## config.mk

```make
export PLATFORM = sky130hd
export DESIGN_NAME = button_click_classifier
export DESIGN_NICKNAME = d
export VERILOG_FILES = /design/src/rtl/bcc_pkg.sv /design/src/rtl/button_click_classifier.sv /design/src/rtl/bcc_step.sv
export SDC_FILE = /design/constraint.sdc
export NUM_CORES = 1
export LEC_CHECK = 0
export BUFFER_PORTS_ARGS = -buffer_cell sky130_fd_sc_hd__clkbuf_2
export CAP_MARGIN = 20
export CORE_ASPECT_RATIO = 2
export CORE_MARGIN = 4
export CORE_UTILIZATION = 35
export CTS_BUF_LIST = sky130_fd_sc_hd__clkbuf_16
export CTS_CLUSTER_SIZE = 25
export DETAILED_ROUTE_END_ITERATION = 7
export GPL_TIMING_DRIVEN = 0
export SKIP_LAST_GASP = 1
export SYNTH_ARGS = -nofsm -noshare
export SYNTH_HDL_FRONTEND = slang
export SYNTH_SLANG_ARGS = --single-unit
```

## constraint.sdc

```tcl
create_clock -name clk -period 6.4 [get_ports clk]
set_input_delay 1.28 -clock clk [delete_from_list [all_inputs] [get_ports clk]]
set_output_delay 1.28 -clock clk [all_outputs]
set_load 0.01 [all_outputs]
```

## src/rtl/bcc_pkg.sv

```systemverilog
package bcc_pkg;

    typedef enum logic [1:0] {
        KIND_PIN  = 2'd0,
        KIND_POLL = 2'd1,
        KIND_LONG = 2'd2
    } kind_t;

    typedef enum logic [1:0] {
        EV_NONE   = 2'd0,
        EV_SINGLE = 2'd1,
        EV_DOUBLE = 2'd2,
        EV_LONG   = 2'd3
    } event_t;

    typedef enum logic [2:0] {
        PH_IDLE    = 3'b001,
        PH_PRESSED = 3'b010,
        PH_AWAIT   = 3'b100
    } phase_t;

    localparam logic REG_DEBOUNCE     = 1'b0;
    localparam logic REG_DOUBLE_CLICK = 1'b1;

    localparam int CFG_W = 16;
    localparam int TIME_W = 32;

    localparam logic [CFG_W-1:0] DEBOUNCE_RESET     = 16'd50;
    localparam logic [CFG_W-1:0] DOUBLE_CLICK_RESET = 16'd300;

    typedef struct packed {
        phase_t              phase;
        logic [TIME_W-1:0]   press_start;
        logic [TIME_W-1:0]   last_release;
        logic                release_seen;
        logic [TIME_W-1:0]   last_accept;
        logic                last_level;
        event_t              pending_event;
        logic                event_ready;
    } state_t;

endpackage

```

## src/rtl/button_click_classifier.sv

```systemverilog
// button click classifier
// input channel: in_valid/in_ready with kind, now_ms, pin_level and
// long_press_ms; kind selects a pin sample, an event poll or a long-press
// check. every input word gives exactly one output word on
// out_valid/out_ready carrying event_res and long_handled.
// configuration: cfg_we writes cfg_data into debounce_ms (index 0) or
// double_click_ms (index 1); write only while the block is idle.
// path: a word taken on the input is held in the input register, then
// classified by bcc_step and stored with the new state in the output register.
// throughput: one word per cycle while out_ready is high; the input register and the output register
// form a two-deep pipe, and the state update of one word is a single compare,
// subtract and select pass, so the next word sees it right away.
// stall: when out_ready is low the output word holds, one more word waits in
// the input register, then in_ready drops until the output is taken.
// reset: both stages empty, debounce 50 ms, double-click window 300 ms,
// phase idle, pin level released, no event pending, all times zero.
module button_click_classifier (
    input  logic                            clk,
    input  logic                            rst_n,
    input  logic                            in_valid,
    output logic                            in_ready,
    input  logic [1:0]                      kind,
    input  logic [bcc_pkg::TIME_W-1:0]      now_ms,
    input  logic                            pin_level,
    input  logic [bcc_pkg::CFG_W-1:0]       long_press_ms,
    output logic                            out_valid,
    input  logic                            out_ready,
    output logic [1:0]                      event_res,
    output logic                            long_handled,
    input  logic                            cfg_we,
    input  logic                            cfg_index,
    input  logic [bcc_pkg::CFG_W-1:0]       cfg_data
);

    logic [bcc_pkg::CFG_W-1:0]      debounce_reg;
    logic [bcc_pkg::CFG_W-1:0]      double_click_reg;

    logic                           in_valid_reg;
    bcc_pkg::kind_t                 kind_reg;
    logic [bcc_pkg::TIME_W-1:0]     now_reg;
    logic                           level_reg;
    logic [bcc_pkg::CFG_W-1:0]      thr_reg;

    logic                           out_valid_reg;
    bcc_pkg::event_t                event_reg;
    logic                           long_reg;

    bcc_pkg::state_t                state_reg;
    bcc_pkg::state_t                state_next;
    bcc_pkg::event_t                event_next;
    logic                           long_next;

    logic                           advance;
    logic                           in_take;

    assign advance  = in_valid_reg && (!out_valid_reg || out_ready);
    assign in_ready = !in_valid_reg || advance;
    assign in_take  = in_valid && in_ready;

    assign out_valid    = out_valid_reg;
    assign event_res    = event_reg;
    assign long_handled = long_reg;

    bcc_step u_step (
        .st              (state_reg),
        .kind            (kind_reg),
        .now_ms          (now_reg),
        .pin_level       (level_reg),
        .long_press_ms   (thr_reg),
        .debounce_ms     (debounce_reg),
        .double_click_ms (double_click_reg),
        .st_next         (state_next),
        .event_res       (event_next),
        .long_handled    (long_next)
    );

    always_ff @(posedge clk or negedge rst_n)
    begin
        if (!rst_n)
        begin
            debounce_reg     <= bcc_pkg::DEBOUNCE_RESET;
            double_click_reg <= bcc_pkg::DOUBLE_CLICK_RESET;
        end
        else if (cfg_we)
        begin
            if (cfg_index == bcc_pkg::REG_DEBOUNCE)
            begin
                debounce_reg <= cfg_data;
            end
            if (cfg_index == bcc_pkg::REG_DOUBLE_CLICK)
            begin
                double_click_reg <= cfg_data;
            end
        end
    end

    always_ff @(posedge clk or negedge rst_n)
    begin
        if (!rst_n)
        begin
            in_valid_reg  <= 1'b0;
            out_valid_reg <= 1'b0;
            state_reg.phase         <= bcc_pkg::PH_IDLE;
            state_reg.press_start   <= '0;
            state_reg.last_release  <= '0;
            state_reg.release_seen  <= 1'b0;
            state_reg.last_accept   <= '0;
            state_reg.last_level    <= 1'b1;
            state_reg.pending_event <= bcc_pkg::EV_NONE;
            state_reg.event_ready   <= 1'b0;
        end
        else
        begin
            if (in_ready)
            begin
                in_valid_reg <= in_valid;
            end
            if (advance)
            begin
                out_valid_reg <= 1'b1;
                state_reg     <= state_next;
            end
            else if (out_ready)
            begin
                out_valid_reg <= 1'b0;
            end
        end
    end

    always_ff @(posedge clk)
    begin
        if (in_take)
        begin
            kind_reg  <= bcc_pkg::kind_t'(kind);
            now_reg   <= now_ms;
            level_reg <= pin_level;
            thr_reg   <= long_press_ms;
        end
        if (advance)
        begin
            event_reg <= event_next;
            long_reg  <= long_next;
        end
    end

    a_long_only_alone: assert property (@(posedge clk) disable iff (!rst_n)
        (out_valid && long_handled) |-> (event_res == bcc_pkg::EV_NONE))
        else $error("long press flag together with an event code");

    a_poll_clears: assert property (@(posedge clk) disable iff (!rst_n)
        (advance && (kind_reg == bcc_pkg::KIND_POLL)) |=> !state_reg.event_ready)
        else $error("event still ready after a poll");

    a_empty_takes: assert property (@(posedge clk) disable iff (!rst_n)
        !out_valid_reg |-> in_ready)
        else $error("input stalled with an empty output stage");

    a_event_only_poll: assert property (@(posedge clk) disable iff (!rst_n)
        (advance && (kind_reg != bcc_pkg::KIND_POLL)) |=> (event_res == bcc_pkg::EV_NONE))
        else $error("event code on a word that is not a poll");

endmodule

```

## src/rtl/bcc_step.sv

```systemverilog
module bcc_step (
    input  bcc_pkg::state_t                 st,
    input  bcc_pkg::kind_t                  kind,
    input  logic [bcc_pkg::TIME_W-1:0]      now_ms,
    input  logic                            pin_level,
    input  logic [bcc_pkg::CFG_W-1:0]       long_press_ms,
    input  logic [bcc_pkg::CFG_W-1:0]       debounce_ms,
    input  logic [bcc_pkg::CFG_W-1:0]       double_click_ms,
    output bcc_pkg::state_t                 st_next,
    output bcc_pkg::event_t                 event_res,
    output logic                            long_handled
);

    logic [bcc_pkg::TIME_W-1:0] since_accept;
    logic [bcc_pkg::TIME_W-1:0] since_release;
    logic [bcc_pkg::TIME_W-1:0] since_press;
    logic                       debounced;
    logic                       in_window;
    logic                       held_long;

    assign since_accept  = now_ms - st.last_accept;
    assign since_release = now_ms - st.last_release;
    assign since_press   = now_ms - st.press_start;

    assign debounced = since_accept >= {{(bcc_pkg::TIME_W-bcc_pkg::CFG_W){1'b0}}, debounce_ms};
    assign in_window = since_release < {{(bcc_pkg::TIME_W-bcc_pkg::CFG_W){1'b0}}, double_click_ms};
    assign held_long = since_press >= {{(bcc_pkg::TIME_W-bcc_pkg::CFG_W){1'b0}}, long_press_ms};

    always_comb
    begin
        st_next      = st;
        event_res    = bcc_pkg::EV_NONE;
        long_handled = 1'b0;
        case (kind)
            bcc_pkg::KIND_PIN:
            begin
                if (debounced && (pin_level != st.last_level))
                begin
                    st_next.last_accept = now_ms;
                    st_next.last_level  = pin_level;
                    if (!pin_level)
                    begin
                        st_next.press_start = now_ms;
                        st_next.phase       = bcc_pkg::PH_PRESSED;
                    end
                    else if (st.release_seen && in_window)
                    begin
                        st_next.pending_event = bcc_pkg::EV_DOUBLE;
                        st_next.event_ready   = 1'b1;
                        st_next.phase         = bcc_pkg::PH_IDLE;
                    end
                    else if (st.phase != bcc_pkg::PH_IDLE)
                    begin
                        st_next.phase        = bcc_pkg::PH_AWAIT;
                        st_next.last_release = now_ms;
                        st_next.release_seen = 1'b1;
                    end
                end
            end
            bcc_pkg::KIND_POLL:
            begin
                // expired single click, else the ready event, goes out
                if ((st.phase == bcc_pkg::PH_AWAIT) && !in_window)
                begin
                    event_res     = bcc_pkg::EV_SINGLE;
                    st_next.phase = bcc_pkg::PH_IDLE;
                end
                else if (st.event_ready)
                begin
                    event_res = st.pending_event;
                end
                st_next.pending_event = bcc_pkg::EV_NONE;
                st_next.event_ready   = 1'b0;
            end
            bcc_pkg::KIND_LONG:
            begin
                if ((st.phase == bcc_pkg::PH_PRESSED) && held_long)
                begin
                    st_next.pending_event = bcc_pkg::EV_LONG;
                    st_next.event_ready   = 1'b1;
                    st_next.phase         = bcc_pkg::PH_IDLE;
                    long_handled          = 1'b1;
                end
            end
            default:
            begin
                st_next = st;
            end
        endcase
    end

endmodule
```

; Yosys cells after proc, flatten, opt, wreduce, memory -nomap -nowiden
; Cells that the tools add are included.
[classes]
n_addsub = 3
multipliers = 0
div_mod_pow = 0
n_lt_le_gt_ge = 3
eq_ne = 12
shifts = 0
mux = 20
bitwise_logic = 5
n_reduce_logical = 22
[op_table]
columns = cell, count
row1 = 2-to-1 mux 104 bit, 1
row2 = 2-to-1 mux 33 bit, 3
row3 = subtractor 32 bit, 3
row4 = >= comparator 32 x 16 -> 1 bit, 2
row5 = less-than comparator 32 x 16 -> 1 bit, 1
row6 = 2-to-1 mux 32 bit, 1
row7 = 2-to-1 mux 3 bit, 8
row8 = one-hot mux 3 bit (3 select lines), 2
row9 = AND reduction 6 bit, 3
row10 = "!= test 2 x 1 -> 1 bit, second input constant", 4
row11 = logical AND 1 bit, 6
row12 = 2-to-1 mux 1 bit, 5
row13 = inverter 1 bit, 5
row14 = "!= test 4 x 2 -> 1 bit, second input constant", 1
row15 = AND reduction 2 bit, 2
row16 = AND reduction 4 bit, 1
row17 = "equality test 3 x 2 -> 1 bit, second input constant", 1
row18 = "equality test 3 bit, second input constant", 1
row19 = logical NOT 1 bit, 3
row20 = "!= test 3 x 1 -> 1 bit, second input constant", 1
row21 = AND reduction 3 bit, 1
row22 = nonzero test 3 bit, 1
row23 = OR reduction 3 bit, 1
row24 = "equality test 2 x 1 -> 1 bit, second input constant", 1
row25 = other kinds (6), 7
[totals]
ff_bits = 192
latch_bits = 0
ramBits = 0
rom_bits = 0
inputBits = 73
out_inout_bits = 5
wordCells = 84
mem_count = 0

; Longest topological paths before layout
[depth]
depth_word = 7
mapped_depth = 24
ltp_nobuf = 23

; By module
; Synthesis repeated with hierarchy kept, for this count alone.
[unflattened]
hier_cells = 1684
hier_area_um2 = 15593.7
[modules_own_cells]
columns = mod, n_inst, cells_per_inst, area_each_um2, seq_area_each_um2
row1 = bcc_step, 1, 1333, 8624.5, 0.0
row2 = button_click_classifier, 1, 351, 6969.2, 5086.1

; Least setup slack after synthesis
; Ideal clock, no wire load.
[synth_timing]
kind = flip-flop to flip-flop
from = register now_reg[1] (netlist name)
to = register state_reg[40] (netlist name)
setup_ns = 0.125
arrival_ns = 4.996
required_ns = 6.275
setup_slack_ns = 1.279
stages_incl_launch_ff = 22
path_buffers = 2
period_less_slack_ns = 5.121
path_cell_list = edfxtp_1 -> inv_1 -> fa_1 -> nor2b_1 -> o211ai_1 -> o2bb2ai_1 -> and2_1 -> o21ai_0 -> xor2_1 -> ha_1 -> o21ai_0 -> o221ai_1 -> or4_1 -> or4_1 -> nor4_1 -> nand4_1 -> nor4_4 -> nor3_2 -> and3b_1 -> buf_6 -> buf_6 -> mux2_4
[synth_via]
elab_chain_cells = 5
word_cells_on_any_way = 8
classes_between = add/sub: 2 / order compare: 2 / bitwise: 1 / reduce/logical: 3
[synth_rtl]
columns = item, line_no
row1 = from (decl), button_click_classifier.sv:40  ; logic [bcc_pkg::TIME_W-1:0] now_reg;
row2 = from (signal assigned), button_click_classifier.sv:135  ; now_reg <= now_ms;
row3 = subtractor 32 bit, bcc_step.sv:22  ; assign since_release = now_ms - st.last_release;
row4 = less-than comparator 32 x 16 -> 1 bit, bcc_step.sv:26  ; assign in_window = since_release < {{(bcc_pkg::TIME_W-bcc_pkg::CFG_W){1'b0}}, double_click_ms};
row5 = logical AND 1 bit, bcc_step.sv:46  ; else if (st.release_seen && in_window)
row6 = inverter 1 bit (no line), n/a
row7 = AND reduction 6 bit (no line) (*), n/a
row8 = to (signal assigned), button_click_classifier.sv:121  ; state_reg <= state_next;
row9 = to (decl), button_click_classifier.sv:48  ; bcc_pkg::state_t state_reg;
; Every way passes the cells marked *; elsewhere a longest branch is shown, timed or not.
; A chain may end at the register's enable or synchronous reset.

; Worst setup path after layout
[layout_timing]
from = register now_reg[0] (netlist name)
to = register state_reg[1] (netlist name)
[layout_via]
elab_chain_cells = 5
word_cells_on_any_way = 13
classes_between = add/sub: 3 / order compare: 3 / eq/ne: 3 / reduce/logical: 4
[layout_rtl]
columns = item, line_no
row1 = subtractor 32 bit (on tied branches), "bcc_step.sv:23, bcc_step.sv:21, bcc_step.sv:22"
row2 = ">= comparator 32 x 16 -> 1 bit, or another cell as far along", bcc_step.sv:27  ; assign held_long = since_press >= {{(bcc_pkg::TIME_W-bcc_pkg::CFG_W){1'b0}}, long_press_ms};
row3 = logical AND 1 bit (on tied branches), "bcc_step.sv:77, bcc_step.sv:37, bcc_step.sv:46"
row4 = != test 2 x 1 -> 1 bit (no line), n/a
row5 = AND reduction 6 bit (no line) (*), n/a
; Marks and branches as above.

==> metrics list <==
* Number of antenna-violating nets in the routed design: 0
- Cell occurring most often along the worst timing path: sky130_fd_sc_hd__inv_1
- Share of Yosys cell area claimed by the top area cell type: 0.225
- The tightest min-delay check is of the register to register type.
- Clock Sinks: between 150 and 200
* Largest stage delay on the critical path: approximately 500 ps
* Core region area: approximately 40000 um^2
* Switching share of power: 0.478
- Most frequent cells after synthesis: sky130_fd_sc_hd__nand2_1 (178), sky130_fd_sc_hd__inv_1 (175), sky130_fd_sc_hd__ha_1 (144)
* Clock Skew: between 15 and 20 ps
* Proportion of synthesized chip area in sequential cells: 0.356
- Summing every instance area after synthesis gives between 10000 and 15000 um^2.
- Counting distinct cell types in the post-synthesis netlist gives 80.
* Site row count: 104
- Critical-path cell list: inv_1, ha_1, inv_1, fa_1, a21o_1, a221o_1, a211oi_1, nor2_1, xor2_1, ha_1, nand4_1, inv_1, a32oi_1, o2111ai_1, nor4_1, o2111ai_1, nor4bb_4, nand3_1, a311oi_1, o221ai_1, mux2_2
- The register with the most flip-flops in the layout has 103 of them.
- WL/cell: about 19 um
* Number of hold violations in the final report: 0
* Fmax: ~160 MHz
- Clock transition at path regs: about 80 ps
- Number of top-level pins: 78
* GRT Residual Overflow: 0
* Final Power: roughly 7.9 mW
- Via count: 12200
* Static leakage: 7.04 nW
* Worst-Margin Slew: ~830 ps
- In this run the mean area of a mapped cell was slightly below 9 um^2.
- Setup repair after global routing could not meet its margin everywhere.
- Of all flip-flops after synthesis, the portion carrying an async set or reset was 0.717.
* Clock network fraction of total power: 0.138
- Number of warning messages in the yosys log: 0
* DRT Pass-1 Iters: 5
- Commonest register cell after synthesis: sky130_fd_sc_hd__dfrtp_1
* Final worst-path setup slack: 288 ps
- Layout area overhead: 12.6%
- Of the available clock period, the critical path in the final layout requires 0.955.
* Crit Path Class: register to register
- Cell accounting for the most synthesized area: sky130_fd_sc_hd__dfrtp_1
* Die height: between 200 and 300 um
* Count of routing violations after the opening detailed-route iteration: between 600 and 700
* Initial cell density of the core: 0.354
* Post-Route WL: 42.8 mm
* CTS buffer count: 17
* Worst slew slack as a fraction of its limit: 0.448
- Bufs and invs on worst path: 3
- Pin count of the biggest net entering global routing: between 80 and 90
- CTS H-Tree Depth: 4
- Capturing element type of the critical path: register
- Total of max-cap violations: 0
- Post-synthesis net count: 1814
- Initial antenna violation count: 0
* Peak VDD IR: 0.255 mV
* Clock period minus final worst setup slack: 6110 ps
- Source-to-sink clock delay at the later pin of the worst-skew pair: around 470 ps
- Weighted congestion reported at the end of routability-driven placement: about 0.93
* Internal Pwr Total: approximately 4.1 mW
* Main area contributors after synthesis: sky130_fd_sc_hd__dfrtp_1 (23%), sky130_fd_sc_hd__ha_1 (13%), sky130_fd_sc_hd__edfxtp_1 (11%)
- After clock tree synthesis, the flow added hold-fix buffers numbering 0.
- Cell chosen for the clock root: sky130_fd_sc_hd__clkbuf_16
* Arr. time, crit path: ~6500 ps
- Using the TritonRoute via totals, the vias-per-cell ratio works out to about 5.4.
* Global routing usage summed across all routing layers: 0.198
* Net switching power figure: roughly 3.8 mW
- Timing analysis after detailed placement gives a worst setup slack of -122 ps.
- TritonCTS built the clock tree.
- The share of total power dissipated in combinational logic is 0.633.
- In the post-synthesis netlist, the cell with the most instances is sky130_fd_sc_hd__nand2_1.
* Final Setup Violations: 0
- DRC violation count after routing: 0
* Number of instances in the synthesized netlist: around 1600
* Accumulated negative setup slack: 0 ps
* Width of the die: about 150 um
- Detailed placement finished with a half-perimeter wire length of between 30 and 40 mm.
* Sequential fraction of design power: 0.229
* First-pass GRT wire length: ~67 mm
- Die Footprint: ~44000 um^2
* Fin. max-slew vios: 0
* Antenna diode instance count: 0
- Power spread over the standard cell area amounts to 493 nW/um^2.
* Cell with the largest stage delay on the worst path: sky130_fd_sc_hd__a211oi_1
- Required arrival time at the worst endpoint: around 6800 ps
- In this run the deepest clock path goes through 2 buffers.
- Of all nets on the critical path, the largest fanout is 5.
* Number of global-route vias before repair: about 13000
- STA classifies the critical path startpoint as a register.
* Proportion of layout cells with a drive suffix above 1: 0.120
- Grouping stages by cell kind, the critical path spends the most delay in compound AO/OA/AOI/OAI gates.
* Run status: finished, final reports clean
- Buffers placed on the I/O ports in this run total 77.
- Worst slack on hold paths: approximately 480 ps
- In this run, synthesis inferred 54 flip-flops with an integrated enable.
- The layout has a little over 4000 filler cells.
- At the end of the flow, the number of nets in the layout was around 1900.
- After synthesis the netlist holds a flip-flop and latch count of about 190.
## path summary, 6_finish.rpt
path	start	slack [ps]	cells past startpoint	to
setup / recovery	now_reg[0]	290	21	state_reg[1]
hold / removal	state_reg[36]	480	1	state_reg[36]
setup reg to reg	now_reg[0]	290	21	state_reg[1]
hold reg to reg	state_reg[36]	480	1	state_reg[36]
max in group asynchronous	rst_n	4810	2	state_reg[3]
min in group asynchronous	rst_n	730	1	state_reg[71]
## area by class of cell
| type | count | area [um^2] | area share |
|---|---|---|---|
| clock buffer | 17 | 425 | 0.0266 |
| buffer | 56 | 246 | 0.0154 |
| multi-input combinational | 1172 | 8310 | 0.519 |
| tap | 530 | 663 | 0.0414 |
| clock inverter | 15 | 179 | 0.0112 |
| inverter | 175 | 657 | 0.0410 |
| sequential | 191 | 5060 | 0.316 |
| timing repair buffer | 84 | 479 | 0.0299 |
## metrics by stage
| step | cells | utilization | cell area (um^2) |
|---|---|---|---|
| floorplan | 1594 | - | 14200 |
| global placement | 2201 | 0.380 | 15300 |
| detailed placement | 2204 | 0.382 | 15300 |
| CTS | 2238 | 0.397 | 16000 |
| global route | 2240 | 0.398 | 16000 |
| finish | 2240 | 0.398 | 16000 |
## what timing repair did
action,CTS,global route
setup buffers,2,2
setup endpoints to repair,29,58
gates resized for setup,3,5
endpoints found under the hold margin,0,0
pin swaps,1,1
## cells by family after synthesis
family	share of synthesized area
AOI/OAI and AO/OA	0.200
xor gates and xnor gates	0.0400
adders and majority gates	0.131
buffers and inverters	0.0635
DFF	0.356
muxes	0.0574
and+or+nand+nor	0.152
## power groups by stage
stage | sequential (mW) | clock, mW | combinational [mW]
floorplan | 1.77 | 0 | 3.64
global placement | 1.82 | 0 | 4.82
detailed placement | 1.83 | 0 | 4.90
CTS | 1.81 | 1.13 | 4.96
global route | 1.85 | 1.17 | 5.58
finish | 1.81 | 1.09 | 5.00
## per-layer routing
| metal | global-route usage | routed length [um] | vias up |
|---|---|---|---|
| li1 | - | - | 5929 |
| met1 | 0.187 | 14500 | 5780 |
| met2 | 0.374 | 23500 | 333 |
| met3 | 0.0215 | 1130 | 160 |
| met4 | 0.158 | 3670 | 0 |
| met5 | 0 | 0 | - |
## layout by cell type, fill, tap and decap left out, types with 39 or more instances in the layout
cell type / n
sky130_fd_sc_hd__inv_1: 175
sky130_fd_sc_hd__nor2_1: 76
sky130_fd_sc_hd__ha_1: 144
sky130_fd_sc_hd__clkbuf_1: 49
sky130_fd_sc_hd__edfxtp_1: 54
sky130_fd_sc_hd__clkbuf_2: 76
sky130_fd_sc_hd__xnor2_1: 39
sky130_fd_sc_hd__a21oi_1: 112
sky130_fd_sc_hd__dfrtp_1: 128
sky130_fd_sc_hd__nand2_1: 178
sky130_fd_sc_hd__o21ai_0: 132
No activity file was read; power rests on OpenSTA's default activity.
